<file path="src/hdl/csl_pkg.sv">
// ----------------------------------------------------------------------------
// csl_pkg
// Shared types, token codes and character class helpers of the C subset lexer.
// ----------------------------------------------------------------------------
package csl_pkg;

  localparam int unsigned ByteW   = 8;
  localparam int unsigned KindW   = 6;
  localparam int unsigned MaxRes  = 4;
  localparam int unsigned ResCntW = 3;
  localparam int unsigned NumKw   = 16;

  localparam logic [ByteW-1:0] ResetMaxLen = 8'd80;

  localparam logic [KindW-1:0] KIND_NAME      = 6'd0;
  localparam logic [KindW-1:0] KIND_NUMBER    = 6'd1;
  localparam logic [KindW-1:0] KIND_STRING    = 6'd2;
  localparam logic [KindW-1:0] KIND_CHARACTER = 6'd3;
  localparam logic [KindW-1:0] KIND_LBRACE    = 6'd4;
  localparam logic [KindW-1:0] KIND_RBRACE    = 6'd5;
  localparam logic [KindW-1:0] KIND_SEMI      = 6'd6;
  localparam logic [KindW-1:0] KIND_PLUS      = 6'd7;
  localparam logic [KindW-1:0] KIND_MINUS     = 6'd8;
  localparam logic [KindW-1:0] KIND_STAR      = 6'd9;
  localparam logic [KindW-1:0] KIND_SLASH     = 6'd10;
  localparam logic [KindW-1:0] KIND_AMP       = 6'd11;
  localparam logic [KindW-1:0] KIND_PIPE      = 6'd12;
  localparam logic [KindW-1:0] KIND_AND_AND   = 6'd13;
  localparam logic [KindW-1:0] KIND_OR_OR     = 6'd14;
  localparam logic [KindW-1:0] KIND_ASSIGN    = 6'd15;
  localparam logic [KindW-1:0] KIND_EQ        = 6'd16;
  localparam logic [KindW-1:0] KIND_NOT       = 6'd17;
  localparam logic [KindW-1:0] KIND_NE        = 6'd19;
  localparam logic [KindW-1:0] KIND_LT        = 6'd20;
  localparam logic [KindW-1:0] KIND_GT        = 6'd21;
  localparam logic [KindW-1:0] KIND_LE        = 6'd22;
  localparam logic [KindW-1:0] KIND_GE        = 6'd23;
  localparam logic [KindW-1:0] KIND_ARROW     = 6'd24;
  localparam logic [KindW-1:0] KIND_DOT       = 6'd25;
  localparam logic [KindW-1:0] KIND_INC       = 6'd26;
  localparam logic [KindW-1:0] KIND_DEC       = 6'd27;
  localparam logic [KindW-1:0] KIND_COLON     = 6'd28;
  localparam logic [KindW-1:0] KIND_QUEST     = 6'd29;
  localparam logic [KindW-1:0] KIND_COMMA     = 6'd30;
  localparam logic [KindW-1:0] KIND_LPAREN    = 6'd31;
  localparam logic [KindW-1:0] KIND_RPAREN    = 6'd32;
  localparam logic [KindW-1:0] KIND_LBRACK    = 6'd33;
  localparam logic [KindW-1:0] KIND_RBRACK    = 6'd34;
  localparam logic [KindW-1:0] KIND_KW_BASE   = 6'd35;
  localparam logic [KindW-1:0] KIND_OTHER     = 6'd51;

  // Keywords are stored right-justified, as string literals are packed.
  localparam logic [63:0] KwText [NumKw] = '{
    "int", "if", "while", "return", "void", "else", "struct", "sizeof",
    "typedef", "char", "for", "switch", "case", "default", "break", "enum"
  };
  localparam logic [3:0] KwLen [NumKw] = '{
    4'd3, 4'd2, 4'd5, 4'd6, 4'd4, 4'd4, 4'd6, 4'd6,
    4'd7, 4'd4, 4'd3, 4'd6, 4'd4, 4'd7, 4'd5, 4'd4
  };

  typedef struct packed {
    logic             has_char;
    logic [ByteW-1:0] text_char;
    logic             token_done;
    logic [KindW-1:0] token_kind;
    logic             line_done;
    logic             last_result;
  } res_t;

  typedef struct packed {
    logic               push;
    logic [ResCntW-1:0] cnt;
    res_t [MaxRes-1:0]  res;
  } step_t;

  function automatic logic is_alpha(logic [ByteW-1:0] c);
    return (c == "_") || (c >= "a" && c <= "z") || (c >= "A" && c <= "Z");
  endfunction

  function automatic logic is_digit(logic [ByteW-1:0] c);
    return (c >= "0") && (c <= "9");
  endfunction

  function automatic logic [ByteW-1:0] decode_esc(logic [ByteW-1:0] c);
    logic [ByteW-1:0] r;
    r = c;
    if (c == "n") r = 8'd10;
    else if (c == "t") r = 8'd9;
    else if (c == "0") r = 8'd0;
    return r;
  endfunction

  function automatic logic [KindW-1:0] single_kind(logic [ByteW-1:0] c);
    logic [KindW-1:0] k;
    unique case (c)
      "*":     k = KIND_STAR;
      "/":     k = KIND_SLASH;
      "{":     k = KIND_LBRACE;
      "}":     k = KIND_RBRACE;
      ";":     k = KIND_SEMI;
      ".":     k = KIND_DOT;
      "(":     k = KIND_LPAREN;
      ")":     k = KIND_RPAREN;
      ",":     k = KIND_COMMA;
      "[":     k = KIND_LBRACK;
      "]":     k = KIND_RBRACK;
      ":":     k = KIND_COLON;
      "?":     k = KIND_QUEST;
      "+":     k = KIND_PLUS;
      "-":     k = KIND_MINUS;
      "&":     k = KIND_AMP;
      "|":     k = KIND_PIPE;
      "=":     k = KIND_ASSIGN;
      ">":     k = KIND_GT;
      "<":     k = KIND_LT;
      "!":     k = KIND_NOT;
      default: k = KIND_OTHER;
    endcase
    return k;
  endfunction

  function automatic logic may_pair(logic [ByteW-1:0] c);
    return (c == "/") || (c == "+") || (c == "-") || (c == "&") || (c == "|") ||
           (c == "=") || (c == ">") || (c == "<") || (c == "!");
  endfunction

  // Returns KIND_NAME when the two bytes form no operator.
  function automatic logic [KindW-1:0] pair_kind(logic [ByteW-1:0] a,
                                                 logic [ByteW-1:0] b);
    logic [KindW-1:0] k;
    k = KIND_NAME;
    if (a == "+" && b == "+") k = KIND_INC;
    else if (a == "-" && b == ">") k = KIND_ARROW;
    else if (a == "-" && b == "-") k = KIND_DEC;
    else if (a == "&" && b == "&") k = KIND_AND_AND;
    else if (a == "|" && b == "|") k = KIND_OR_OR;
    else if (a == "=" && b == "=") k = KIND_EQ;
    else if (a == ">" && b == "=") k = KIND_GE;
    else if (a == "<" && b == "=") k = KIND_LE;
    else if (a == "!" && b == "=") k = KIND_NE;
    return k;
  endfunction

  // One bit per keyword: the keyword has byte c at position p.
  function automatic logic [NumKw-1:0] kw_match(logic [ByteW-1:0] p,
                                                logic [ByteW-1:0] c);
    logic [NumKw-1:0] m;
    logic [2:0]       idx;
    for (int k = 0; k < NumKw; k++) begin
      idx  = 3'(KwLen[k] - 4'd1 - {1'b0, p[2:0]});
      m[k] = (p < {4'd0, KwLen[k]}) && (KwText[k][{idx, 3'b000} +: 8] == c);
    end
    return m;
  endfunction

  function automatic logic [KindW-1:0] name_kind(logic [NumKw-1:0] cand,
                                                 logic [ByteW-1:0] len);
    logic [KindW-1:0] k;
    k = KIND_NAME;
    for (int i = 0; i < NumKw; i++) begin
      if (cand[i] && ({4'd0, KwLen[i]} == len)) k = KIND_KW_BASE + KindW'(i);
    end
    return k;
  endfunction

endpackage

</file>
<file path="src/hdl/csl_if.sv">
// ----------------------------------------------------------------------------
// csl_if
// Valid/ready channels of the lexer: source bytes in, token results out.
// ----------------------------------------------------------------------------
interface csl_in_if import csl_pkg::*; ();
  logic             valid;
  logic             ready;
  logic [ByteW-1:0] source_byte;

  modport source (output valid, output source_byte, input ready);
  modport sink (input valid, input source_byte, output ready);
endinterface

interface csl_out_if import csl_pkg::*; ();
  logic             valid;
  logic             ready;
  logic             has_char;
  logic [ByteW-1:0] text_char;
  logic             token_done;
  logic [KindW-1:0] token_kind;
  logic             line_done;
  logic             last_result;

  modport source (output valid, output has_char, output text_char, output token_done,
                  output token_kind, output line_done, output last_result,
                  input ready);
  modport sink (input valid, input has_char, input text_char, input token_done,
                input token_kind, input line_done, input last_result,
                output ready);
endinterface

</file>
<file path="src/hdl/csl_core.sv">
// ----------------------------------------------------------------------------
// csl_core
// Lexer state and the combinational step that turns one byte into its results.
// ----------------------------------------------------------------------------
module csl_core import csl_pkg::*; (
  input  logic         clk_i,
  input  logic         rst_ni,
  input  logic         cfg_we_i,
  input  logic [7:0]   cfg_data_i,
  csl_in_if.sink       in_i,
  input  logic         take_ok_i,
  output step_t        step_o
);

  typedef enum logic [3:0] {
    M_IDLE, M_NAME, M_NUMBER, M_STRING, M_STRING_ESC,
    M_CHAR_OPEN, M_CHAR_ESC, M_CHAR_CLOSE, M_SYMBOL, M_COMMENT
  } mode_e;

  mode_e              mode_q, mode_d;
  logic [ByteW-1:0]   len_q, len_d;
  logic [NumKw-1:0]   cand_q, cand_d;
  logic [ByteW-1:0]   pend_q, pend_d;
  logic [ByteW-1:0]   max_len_q;
  logic               acc;
  logic [ResCntW-1:0] n;
  res_t [MaxRes-1:0]  r;

  function automatic res_t mk_char(logic [ByteW-1:0] c);
    res_t x;
    x           = '0;
    x.has_char  = 1'b1;
    x.text_char = c;
    return x;
  endfunction

  function automatic res_t mk_done(logic [KindW-1:0] k);
    res_t x;
    x            = '0;
    x.token_done = 1'b1;
    x.token_kind = k;
    return x;
  endfunction

  assign in_i.ready = take_ok_i;
  assign acc        = in_i.valid & take_ok_i;

  always_comb begin
    logic [ByteW-1:0] b;
    logic             do_idle;
    logic [KindW-1:0] pk;
    b       = in_i.source_byte;
    do_idle = 1'b0;
    pk      = pair_kind(pend_q, b);
    mode_d  = mode_q;
    len_d   = len_q;
    cand_d  = cand_q;
    pend_d  = pend_q;
    n       = '0;
    r       = '0;

    unique case (mode_q)
      M_NAME: begin
        if ((is_alpha(b) || is_digit(b)) && (len_q < max_len_q)) begin
          cand_d       = cand_q & kw_match(len_q, b);
          r[n[1:0]]    = mk_char(b);
          n            = n + 3'd1;
          len_d        = len_q + 8'd1;
        end else begin
          r[n[1:0]]    = mk_done(name_kind(cand_q, len_q));
          n            = n + 3'd1;
          do_idle      = 1'b1;
        end
      end
      M_NUMBER: begin
        if (is_digit(b) && (len_q < max_len_q)) begin
          r[n[1:0]]    = mk_char(b);
          n            = n + 3'd1;
          len_d        = len_q + 8'd1;
        end else begin
          r[n[1:0]]    = mk_done(KIND_NUMBER);
          n            = n + 3'd1;
          do_idle      = 1'b1;
        end
      end
      M_STRING: begin
        if (b == 8'd0) begin
          r[n[1:0]] = mk_done(KIND_STRING);
          n         = n + 3'd1;
          do_idle   = 1'b1;
        end else if (b == "\"") begin
          r[n[1:0]] = mk_done(KIND_STRING);
          n         = n + 3'd1;
          mode_d    = M_IDLE;
        end else if (b == "\\") begin
          mode_d    = M_STRING_ESC;
        end else begin
          r[n[1:0]] = mk_char(b);
          n         = n + 3'd1;
        end
      end
      M_STRING_ESC: begin
        if (b == 8'd0) begin
          r[n[1:0]] = mk_done(KIND_STRING);
          n         = n + 3'd1;
          do_idle   = 1'b1;
        end else begin
          r[n[1:0]] = mk_char(decode_esc(b));
          n         = n + 3'd1;
          mode_d    = M_STRING;
        end
      end
      M_CHAR_OPEN: begin
        if (b == 8'd0) begin
          r[n[1:0]] = mk_done(KIND_CHARACTER);
          n         = n + 3'd1;
          do_idle   = 1'b1;
        end else if (b == "\\") begin
          mode_d    = M_CHAR_ESC;
        end else begin
          r[n[1:0]] = mk_char(b);
          n         = n + 3'd1;
          mode_d    = M_CHAR_CLOSE;
        end
      end
      M_CHAR_ESC: begin
        if (b == 8'd0) begin
          r[n[1:0]] = mk_done(KIND_CHARACTER);
          n         = n + 3'd1;
          do_idle   = 1'b1;
        end else begin
          r[n[1:0]] = mk_char(decode_esc(b));
          n         = n + 3'd1;
          mode_d    = M_CHAR_CLOSE;
        end
      end
      M_CHAR_CLOSE: begin
        r[n[1:0]] = mk_done(KIND_CHARACTER);
        n         = n + 3'd1;
        if (b == 8'd0) do_idle = 1'b1;
        else mode_d = M_IDLE;
      end
      M_SYMBOL: begin
        if (pk != KIND_NAME) begin
          r[n[1:0]] = mk_char(pend_q);
          n         = n + 3'd1;
          r[n[1:0]] = mk_char(b);
          n         = n + 3'd1;
          r[n[1:0]] = mk_done(pk);
          n         = n + 3'd1;
          pend_d    = '0;
          mode_d    = M_IDLE;
        end else if (pend_q == "/" && b == "/") begin
          pend_d    = '0;
          mode_d    = M_COMMENT;
        end else begin
          r[n[1:0]] = mk_char(pend_q);
          n         = n + 3'd1;
          r[n[1:0]] = mk_done(single_kind(pend_q));
          n         = n + 3'd1;
          do_idle   = 1'b1;
        end
      end
      M_COMMENT: begin
        if (b == 8'd0) do_idle = 1'b1;
      end
      default: do_idle = 1'b1;
    endcase

    if (do_idle) begin
      mode_d = M_IDLE;
      pend_d = '0;
      priority if (b == 8'd0) begin
        r[n[1:0]]           = '0;
        r[n[1:0]].line_done = 1'b1;
        n                   = n + 3'd1;
      end else if (b == " " || b == "\t" || b == "\n") begin
        mode_d = M_IDLE;
      end else if (b == "#") begin
        mode_d = M_COMMENT;
      end else if (is_alpha(b)) begin
        cand_d    = kw_match(8'd0, b);
        r[n[1:0]] = mk_char(b);
        n         = n + 3'd1;
        len_d     = 8'd1;
        mode_d    = M_NAME;
      end else if (is_digit(b)) begin
        r[n[1:0]] = mk_char(b);
        n         = n + 3'd1;
        len_d     = 8'd1;
        mode_d    = M_NUMBER;
      end else if (b == "\"") begin
        mode_d = M_STRING;
      end else if (b == "'") begin
        mode_d = M_CHAR_OPEN;
      end else if (may_pair(b)) begin
        pend_d = b;
        mode_d = M_SYMBOL;
      end else begin
        r[n[1:0]] = mk_char(b);
        n         = n + 3'd1;
        r[n[1:0]] = mk_done(single_kind(b));
        n         = n + 3'd1;
      end
    end

    for (int i = 0; i < MaxRes; i++) begin
      r[i].last_result = (ResCntW'(i + 1) == n);
    end
  end

  assign step_o.push = acc;
  assign step_o.cnt  = n;
  assign step_o.res  = r;

  always_ff @(posedge clk_i or negedge rst_ni) begin
    if (!rst_ni) begin
      mode_q    <= M_IDLE;
      len_q     <= '0;
      cand_q    <= '1;
      pend_q    <= '0;
      max_len_q <= ResetMaxLen;
    end else begin
      if (cfg_we_i) max_len_q <= cfg_data_i;
      if (acc) begin
        mode_q <= mode_d;
        len_q  <= len_d;
        cand_q <= cand_d;
        pend_q <= pend_d;
      end
    end
  end

endmodule

</file>
<file path="src/hdl/csl_obuf.sv">
// ----------------------------------------------------------------------------
// csl_obuf
// Result register that holds the results of one byte and sends them in order.
// ----------------------------------------------------------------------------
module csl_obuf import csl_pkg::*; (
  input  logic         clk_i,
  input  logic         rst_ni,
  input  step_t        step_i,
  output logic         take_ok_o,
  csl_out_if.source    out_o
);

  res_t [MaxRes-1:0]  res_q;
  logic [ResCntW-1:0] left_q;
  logic [1:0]         rd_q;
  logic               xfer;
  res_t               cur;

  assign xfer      = out_o.valid & out_o.ready;
  assign take_ok_o = (left_q == '0) || ((left_q == ResCntW'(1)) && out_o.ready);
  assign cur       = res_q[rd_q];

  assign out_o.valid       = (left_q != '0);
  assign out_o.has_char    = cur.has_char;
  assign out_o.text_char   = cur.text_char;
  assign out_o.token_done  = cur.token_done;
  assign out_o.token_kind  = cur.token_kind;
  assign out_o.line_done   = cur.line_done;
  assign out_o.last_result = cur.last_result;

  always_ff @(posedge clk_i) begin
    if (step_i.push) res_q <= step_i.res;
  end

  always_ff @(posedge clk_i or negedge rst_ni) begin
    if (!rst_ni) begin
      left_q <= '0;
      rd_q   <= '0;
    end else if (step_i.push) begin
      left_q <= step_i.cnt;
      rd_q   <= '0;
    end else if (xfer) begin
      left_q <= left_q - ResCntW'(1);
      rd_q   <= rd_q + 2'd1;
    end
  end

  a_left_bound: assert property (@(posedge clk_i) disable iff (!rst_ni)
    ({1'b0, left_q} + {2'b00, rd_q}) <= 4'(MaxRes))
    else $error("result count overruns the buffer");

  a_push_drained: assert property (@(posedge clk_i) disable iff (!rst_ni)
    step_i.push |-> (left_q == '0) || (left_q == ResCntW'(1) && xfer))
    else $error("new results would overwrite pending ones");

  a_last_mark: assert property (@(posedge clk_i) disable iff (!rst_ni)
    out_o.valid |-> (out_o.last_result == (left_q == ResCntW'(1))))
    else $error("last_result mark does not match the final result");

  a_line_alone: assert property (@(posedge clk_i) disable iff (!rst_ni)
    (out_o.valid && out_o.line_done) |->
      (out_o.last_result && !out_o.has_char && !out_o.token_done))
    else $error("line end result shares fields with a token result");

endmodule

</file>
<file path="src/hdl/c_subset_lexer.sv">
// ----------------------------------------------------------------------------
// c_subset_lexer
// Splits a byte stream into tokens of a small C subset, one character a result.
// ----------------------------------------------------------------------------
// Usage:
// Source bytes arrive on in_i, one per transfer; a zero byte ends the line.
// Each accepted byte causes zero to four results on out_o, sent one per
// transfer in order. A result carries either one text character of the
// current token, a done mark with the token kind, or the line-end mark;
// last_result flags the final result of the byte.
// The results of a byte are registered and shown from the cycle after it is
// accepted on. A byte is accepted every cycle as long as the previous byte
// left no result waiting, or only its last one and out_o takes it in that
// cycle; throughput is one byte a cycle when bytes cause at most one result
// and out_o does not stall. cfg_we_i writes max_token_length from cfg_data_i;
// the user must do so only while the block is idle, which it does not
// enforce. Reset clears the lexer to the state between tokens and sets the
// length limit to 80. When out_o stalls, the held results stay put and
// in_i.ready stays low until the last held result is taken in the same cycle.
// ----------------------------------------------------------------------------
module c_subset_lexer import csl_pkg::*; (
  input  logic       clk_i,
  input  logic       rst_ni,
  input  logic       cfg_we_i,
  input  logic [7:0] cfg_data_i,
  csl_in_if.sink     in_i,
  csl_out_if.source  out_o
);

  step_t step;
  logic  take_ok;

  csl_core u_core (
    .clk_i      (clk_i),
    .rst_ni     (rst_ni),
    .cfg_we_i   (cfg_we_i),
    .cfg_data_i (cfg_data_i),
    .in_i       (in_i),
    .take_ok_i  (take_ok),
    .step_o     (step)
  );

  csl_obuf u_obuf (
    .clk_i     (clk_i),
    .rst_ni    (rst_ni),
    .step_i    (step),
    .take_ok_o (take_ok),
    .out_o     (out_o)
  );

endmodule
</file>
<file path="src/flat_wrapper.sv">
// flat-port wrapper written by rule: the top's interface ports become plain ports
module c_subset_lexer_flat import csl_pkg::*;
  (clk_i, rst_ni, cfg_we_i, cfg_data_i, in_i_valid, in_i_source_byte, in_i_ready, out_o_valid, out_o_has_char, out_o_text_char, out_o_token_done, out_o_token_kind, out_o_line_done, out_o_last_result, out_o_ready);
  csl_in_if in_i_i ();
  csl_out_if out_o_i ();
  input  logic clk_i;
  input  logic rst_ni;
  input  logic cfg_we_i;
  input  logic [7:0] cfg_data_i;
  input wire logic [$bits(in_i_i.valid)-1:0] in_i_valid;
  input wire logic [$bits(in_i_i.source_byte)-1:0] in_i_source_byte;
  output wire logic [$bits(in_i_i.ready)-1:0] in_i_ready;
  output wire logic [$bits(out_o_i.valid)-1:0] out_o_valid;
  output wire logic [$bits(out_o_i.has_char)-1:0] out_o_has_char;
  output wire logic [$bits(out_o_i.text_char)-1:0] out_o_text_char;
  output wire logic [$bits(out_o_i.token_done)-1:0] out_o_token_done;
  output wire logic [$bits(out_o_i.token_kind)-1:0] out_o_token_kind;
  output wire logic [$bits(out_o_i.line_done)-1:0] out_o_line_done;
  output wire logic [$bits(out_o_i.last_result)-1:0] out_o_last_result;
  input wire logic [$bits(out_o_i.ready)-1:0] out_o_ready;
  assign in_i_i.valid = in_i_valid;
  assign in_i_i.source_byte = in_i_source_byte;
  assign in_i_ready = in_i_i.ready;
  assign out_o_valid = out_o_i.valid;
  assign out_o_has_char = out_o_i.has_char;
  assign out_o_text_char = out_o_i.text_char;
  assign out_o_token_done = out_o_i.token_done;
  assign out_o_token_kind = out_o_i.token_kind;
  assign out_o_line_done = out_o_i.line_done;
  assign out_o_last_result = out_o_i.last_result;
  assign out_o_i.ready = out_o_ready;
  c_subset_lexer u_core (.clk_i(clk_i), .rst_ni(rst_ni), .cfg_we_i(cfg_we_i), .cfg_data_i(cfg_data_i), .in_i(in_i_i), .out_o(out_o_i));
endmodule
</file>
<file path="config.mk">
export PLATFORM = sky130hd
export DESIGN_NAME = c_subset_lexer_flat
export DESIGN_NICKNAME = d
export VERILOG_FILES = /design/src/hdl/csl_pkg.sv /design/src/hdl/csl_if.sv /design/src/hdl/csl_core.sv /design/src/hdl/csl_obuf.sv /design/src/hdl/c_subset_lexer.sv /design/src/flat_wrapper.sv
export SDC_FILE = /design/constraint.sdc
export NUM_CORES = 1
export LEC_CHECK = 0
export ABC_AREA = 1
export BUFFER_PORTS_ARGS = -buffer_cell sky130_fd_sc_hd__buf_2
export CORE_MARGIN = 1.5
export CORE_UTILIZATION = 60
export DETAILED_ROUTE_END_ITERATION = 10
export HOLD_SLACK_MARGIN = 0.03
export PLACE_DENSITY = 0.75
export REMOVE_ABC_BUFFERS = 1
export SKIP_LAST_GASP = 1
export SLEW_MARGIN = 15
export SYNTH_ARGS = -nofsm -noshare
export SYNTH_HDL_FRONTEND = slang
export SYNTH_SLANG_ARGS = --single-unit
export TNS_END_PERCENT = 5
</file>
<file path="constraint.sdc">
create_clock -name clk_i -period 4.3 [get_ports clk_i]
set_input_delay 0 -clock clk_i [delete_from_list [all_inputs] [get_ports clk_i]]
set_output_delay 0 -clock clk_i [all_outputs]
set_load 0.05 [all_outputs]
</file>
# ---- Yosys cells after proc, flatten, opt, wreduce, memory -nomap -nowiden
# Cells that the tools add are included.
dict set report word_totals {
  n_memories 0
  mem_bits_rw 0
  word_cells 410
  mem_bits_ro 0
  reg_bits 121
  latch_bits 0
}
dict set report op_classes {
  order_cmp 18
  multipliers 0
  n_addsub 11
  div 0
  eq_ne 107
  shift 16
  bitwise 5
  reduce_logical 76
  mux 146
}
# operator count
set op_table {}
lappend op_table {{variable part select 64 x 7 -> 8 bit (first input constant)} 16}
lappend op_table {{two-way mux 72 bit} 8}
lappend op_table {{== test 8 x 6 -> 1 bit (second input constant)} 37}
lappend op_table {{case mux 6 bit (21 select lines)} 2}
lappend op_table {{bitwise mux 72 bit} 3}
lappend op_table {{two-way mux 18 bit} 11}
lappend op_table {{two-way mux 8 bit} 23}
lappend op_table {{two-way mux 6 bit} 30}
lappend op_table {{case mux 18 bit (8 select lines)} 1}
lappend op_table {{== test 8 bit} 16}
lappend op_table {{== test 8 x 7 -> 1 bit (second input constant)} 14}
lappend op_table {{two-way mux 16 bit} 7}
lappend op_table {{demux 18 bit (select 2 bit)} 3}
lappend op_table {{== test 7 x 8 -> 1 bit (first input constant)} 11}
lappend op_table {{bitwise AND 54 x 72 -> 72 bit} 1}
lappend op_table {{two-way mux 36 bit} 2}
lappend op_table {{two-way mux 4 bit} 18}
lappend op_table {{NOT 72 bit} 1}
lappend op_table {{two-way mux 54 bit} 1}
lappend op_table {{logical AND 1 bit} 50}
lappend op_table {{binary-select mux 18 bit (select 2 bit)} 1}
lappend op_table {{two-way mux 3 bit} 12}
lappend op_table {{== test 3 x 8 -> 1 bit (first input constant)} 4}
lappend op_table {{< comparator 8 x 3 -> 1 bit (second input constant)} 4}
lappend op_table {{other kinds (49)} 103}

# ---- Logic depth before layout (Yosys ltp)
dict set report depth {
  word_depth 31
  depth_mapped 23
  mapped_depth_nobuf 23
}

# ---- Cells and area by module
# Synthesis repeated with hierarchy kept, for this count alone.
dict set report hier_totals {
  cells_unflattened 1445
  area_unflattened_um2 10186.0
}
# mod cells_per_inst instances seq_area_each_um2 area_per_inst_um2
set modules_own_cells {}
lappend modules_own_cells {csl_core 1229 1 1123.6 7164.4}
lappend modules_own_cells {csl_obuf 216 1 2287.2 3021.6}

# ---- Least setup slack after synthesis
# No wires, ideal clock.
dict set report synth_timing {
  path_type {reg2reg}
  start {register u_core.u_obuf.left_q[0]}
  end {register u_core.u_obuf.res_q[0] (netlist name), enable pin}
  period_less_slack_ns 4.762
  path_buffers 2
  t_required_ns 3.836
  slack_ns -0.462
  t_arrival_ns 4.299
  stages_incl_launch_ff 9
  path_cell_list {dfrtp_1 -> inv_1 -> ha_1 -> nand2_1 -> nand2_1 -> nand2_1 -> inv_1 -> clkbuf_1 -> clkbuf_1}
}
# item line
set synth_lines {}
lappend synth_lines {{from (decl)} csl_obuf.sv:14} ;# logic [ResCntW-1:0] left_q;
lappend synth_lines {{from (signal assigned)} csl_obuf.sv:40} ;# left_q <= step_i.cnt;
lappend synth_lines {{from (signal assigned)} csl_obuf.sv:43} ;# left_q <= left_q - ResCntW'(1);
lappend synth_lines {{to (signal assigned)} csl_obuf.sv:32} ;# if (step_i.push) res_q <= step_i.res;
lappend synth_lines {{to (decl)} csl_obuf.sv:13} ;# res_t [MaxRes-1:0] res_q;

==> reports/results.txt <==
Worst Slack Setup Final = 669 ps
Reg2Reg Depth = 19
Relative slew margins = 0.295
Max Clk Rate = 275 MHz
IO Port Bufs = 40
Register clock-pin slew on the reported worst setup and hold paths = 60 ps
Synth top area share = 0.210
Post-synth ARST share = 0.405
Critical Path End Type = flip-flop
Yosys warning total = 0
Post-layout util = 0.690
Area delta synth->final = 11.6%
Worst reg-to-reg setup slack = 670 ps
Row count = 47
Synth unique cells = 61
CTS HTree Levels = 4
Root Buffer = clkbuf_16
LEAKAGE = 5.10 nW
Worst Path Max Fanout = 12
Total gr overflow = 0
Antenna-violating nets left = 0
CTS Buf Count = 17
Leading area contributor after synthesis = edfxtp_1
Vias = 10,900
Reg-to-Reg Start = u_core.u_core.pend_q[6]$_DFFE_PN0P_
Register area share after synthesis = 0.331
Worst hold path depth = 5
WHS = 69.2 ps
# IOs = 41
Average size of a mapped cell = 6.94 um2
Critical Path Start = u_core.u_core.pend_q[6]$_DFFE_PN0P_
Fin nets = 1,585
Postcts setup bufs = 0
CTS tree = built
Placed cells = 1,707
Post-DR vias/cell = 6.18
Post-synth EDFFs = 72
Die Ht = 134 um
Worst vdd ir = 0.000564 V
Clk Latency, worst-skew pair = 420 ps
Worst-Margin Slew = 1060 ps
Reg area = 0.00341 mm2
Total core area = 0.0166 mm2
Worst min path class = input port to flip-flop
Final wirelength = 34,200 um
Final hold vios = 0
Endpoints failing setup = 0
DR WL/cell = 19.4 um
Hold Startpoint = in_i_valid
Post-Synthesis Cells = 1,483
Non-filler instance count after layout = 1,765
Pwr/cell area = 723 mW/mm2
Slew Limit Fails = 0
Worst R2R End = u_core.u_obuf.res_q[2]$_DFFE_PP_
Crit path to = u_core.u_obuf.res_q[2]$_DFFE_PP_
Area taken by multi-input logic gates = 0.00596 mm2
MaxCap Viol Count = 0
Crit path arrival time = 3810 ps
Clock Path Buffers = 2
Pre-Repair DR Iteration Count = 6
Top post-synthesis cells by area = edfxtp_1 (21%), nand2_1 (11%), nor2_1 (7.7%), dfrtp_1 (7.5%), o21ai_0 (6.4%)
Largest net degree at the start of global routing = 59
Post-Place Setup Slack = 732 ps
Post-synthesis register bit count = 121
First-pass GRT wire length = 53,400 um
Tot GR Track Use = 0.385
Synth Flop Type = edfxtp_1
Initial Utilization = 0.618
DRT iter0 DRCs = 1,371
DIE AREA = 0.0179 mm2
Routability cong. = 1.06
RSZ-0062 raised after global routing = no
Post-DP Area = 0.0107 mm2
WS Path Type = flip-flop to flip-flop
Tmin final = 3630 ps
Crit path launch type = flip-flop
Layout cells sized above 1 = 0.125
Vias in the first global route = 9,787
Filler cells = 1,402
Diodes inserted = 0
Die width = 134 um
Initial antenna violation count = 0
Worst clock skew = 14.8 ps
Post-synthesis instance area = 0.0103 mm2
Outcome = completed
Design Area, Final = 0.0115 mm2
CP Data Required Time = 4470 ps
Final Cycle Share = 0.844
DR DRC count = 0
DP HPWL = 24,800 um
Num Clock Sinks = 121
-- critical path, cell delays in order (launching register included) --
cell and delay (ps):
dfrtp_1 430, nor2_2 130, nand3_1 320, nor2_1 360, nand2_2 110, nand3_2 100
nor3_1 60, o2111ai_1 80, nand2_1 190, nand2_1 180, ha_1 370, inv_1 170
nor2_1 210, nand2_1 70, nand3_1 90, nand3_2 150, nand2_1 150, inv_1 50
nand2_1 100, nand2_1 60
-- layout by cell type (no fill, tap or decap), types with 9 or more instances in the layout --
master	n
dfstp_2	18
buf_2	40
nor3_1	60
nand2_1	309
o22ai_1	26
inv_1	142
edfxtp_1	72
o21ai_0	131
o21ai_1	13
nand3_2	9
nand4_1	24
nor4_1	9
buf_4	18
xor2_1	49
a21oi_1	57
dfrtp_1	31
nor2_1	210
inv_2	24
nor2_2	11
clkbuf_16	17
nand3_1	94
ha_1	32
nand2_2	17
dlygate4sd3_1	26
-- stage by stage --
step	power [W]	setup TNS (ps)
final	0.00831	0
after global routing	0.00880	0
after detailed placement	0.00671	0
after floorplan	0.00544	-3460
after CTS	0.00816	0
after global placement	0.00664	0
-- cell type report --
cell class	count	area share
Multi-Input combinational cell	1136	0.519
Sequential cell	121	0.297
Inverter	171	0.0565
Timing Repair Buffer	85	0.0536
Clock buffer	18	0.0373
Tap cell	220	0.0240
Clock inverter	14	0.0131
-- sequential cells by signal, indices dropped and copies added, names as in the netlist --
name	cells
u_core.u_obuf.rd_q	2
u_core.u_core.max_len_q	8
u_core.u_obuf.res_q	72
u_core.u_obuf.left_q	3
u_core.u_core.cand_q	16
u_core.u_core.pend_q	8
u_core.u_core.len_q	8
u_core.u_core.mode_q	4
-- metal layers --
metal,track usage,share of wire,vias to the layer above
met5,0,0,-
met1,0.541,0.41,5002
met3,0.0926,0.12,98
met4,0.122,0.027,0
li1,-,-,5084
met2,0.589,0.44,723
-- Yosys cell counts, drive strengths merged (5+ instances only) --
cell type	number
a21oi	59
a31oi	8
buf	25
clkbuf	30
dfrtp	31
dfstp	18
edfxtp	72
ha	32
inv	169
nand2	327
nand3	104
nand4	24
nor2	228
nor3	63
nor4	9
o211ai	7
o21a	6
o21ai	145
o22ai	26
xnor2	5
xor2	49
-- cells by family (layout without fill, tap and decap cells) --
| logic type | Yosys count | count (layout) | synth area share |
|---|---|---|---|
| AO/OA/AOI/OAI | 283 | 283 | 0.160 |
| flip-flops | 121 | 121 | 0.331 |
| buffers and inverters | 226 | 288 | 0.0895 |
| XOR/XNOR | 54 | 54 | 0.0460 |
| adder cells (fa/ha/maj) | 32 | 32 | 0.0389 |
| AND/OR/NAND/NOR | 767 | 767 | 0.335 |
-- power by group --
group	internal, W	switching, W	leakage [nW]	total [W]
clock network	0.000856	0.000577	0.272	0.00143
logic	0.00136	0.00355	3.56	0.00491
registers	0.00172	0.000249	1.27	0.00197
total	0.00394	0.00438	5.10	0.00831
-- worst min-delay path by stage --
stage                                                  end  slack, ps
finish                 u_core.u_core.cand_q[8]$_DFFE_PN1P_         70
global route           u_core.u_core.cand_q[1]$_DFFE_PN1P_         80
CTS                    u_core.u_core.cand_q[0]$_DFFE_PN1P_         50
detailed placement  u_core.u_core.max_len_q[5]$_DFFE_PN0P_        150
global placement    u_core.u_core.max_len_q[5]$_DFFE_PN0P_        140
floorplan               u_core.u_core.len_q[0]$_DFFE_PN0P_       -300
-- repair_timing --
action / CTS / global route
hold endpoints to repair: 41 / 0
gates resized for setup: 0 / 0
hold buffers: 26 / 0
(Power assumes the default switching activity.)
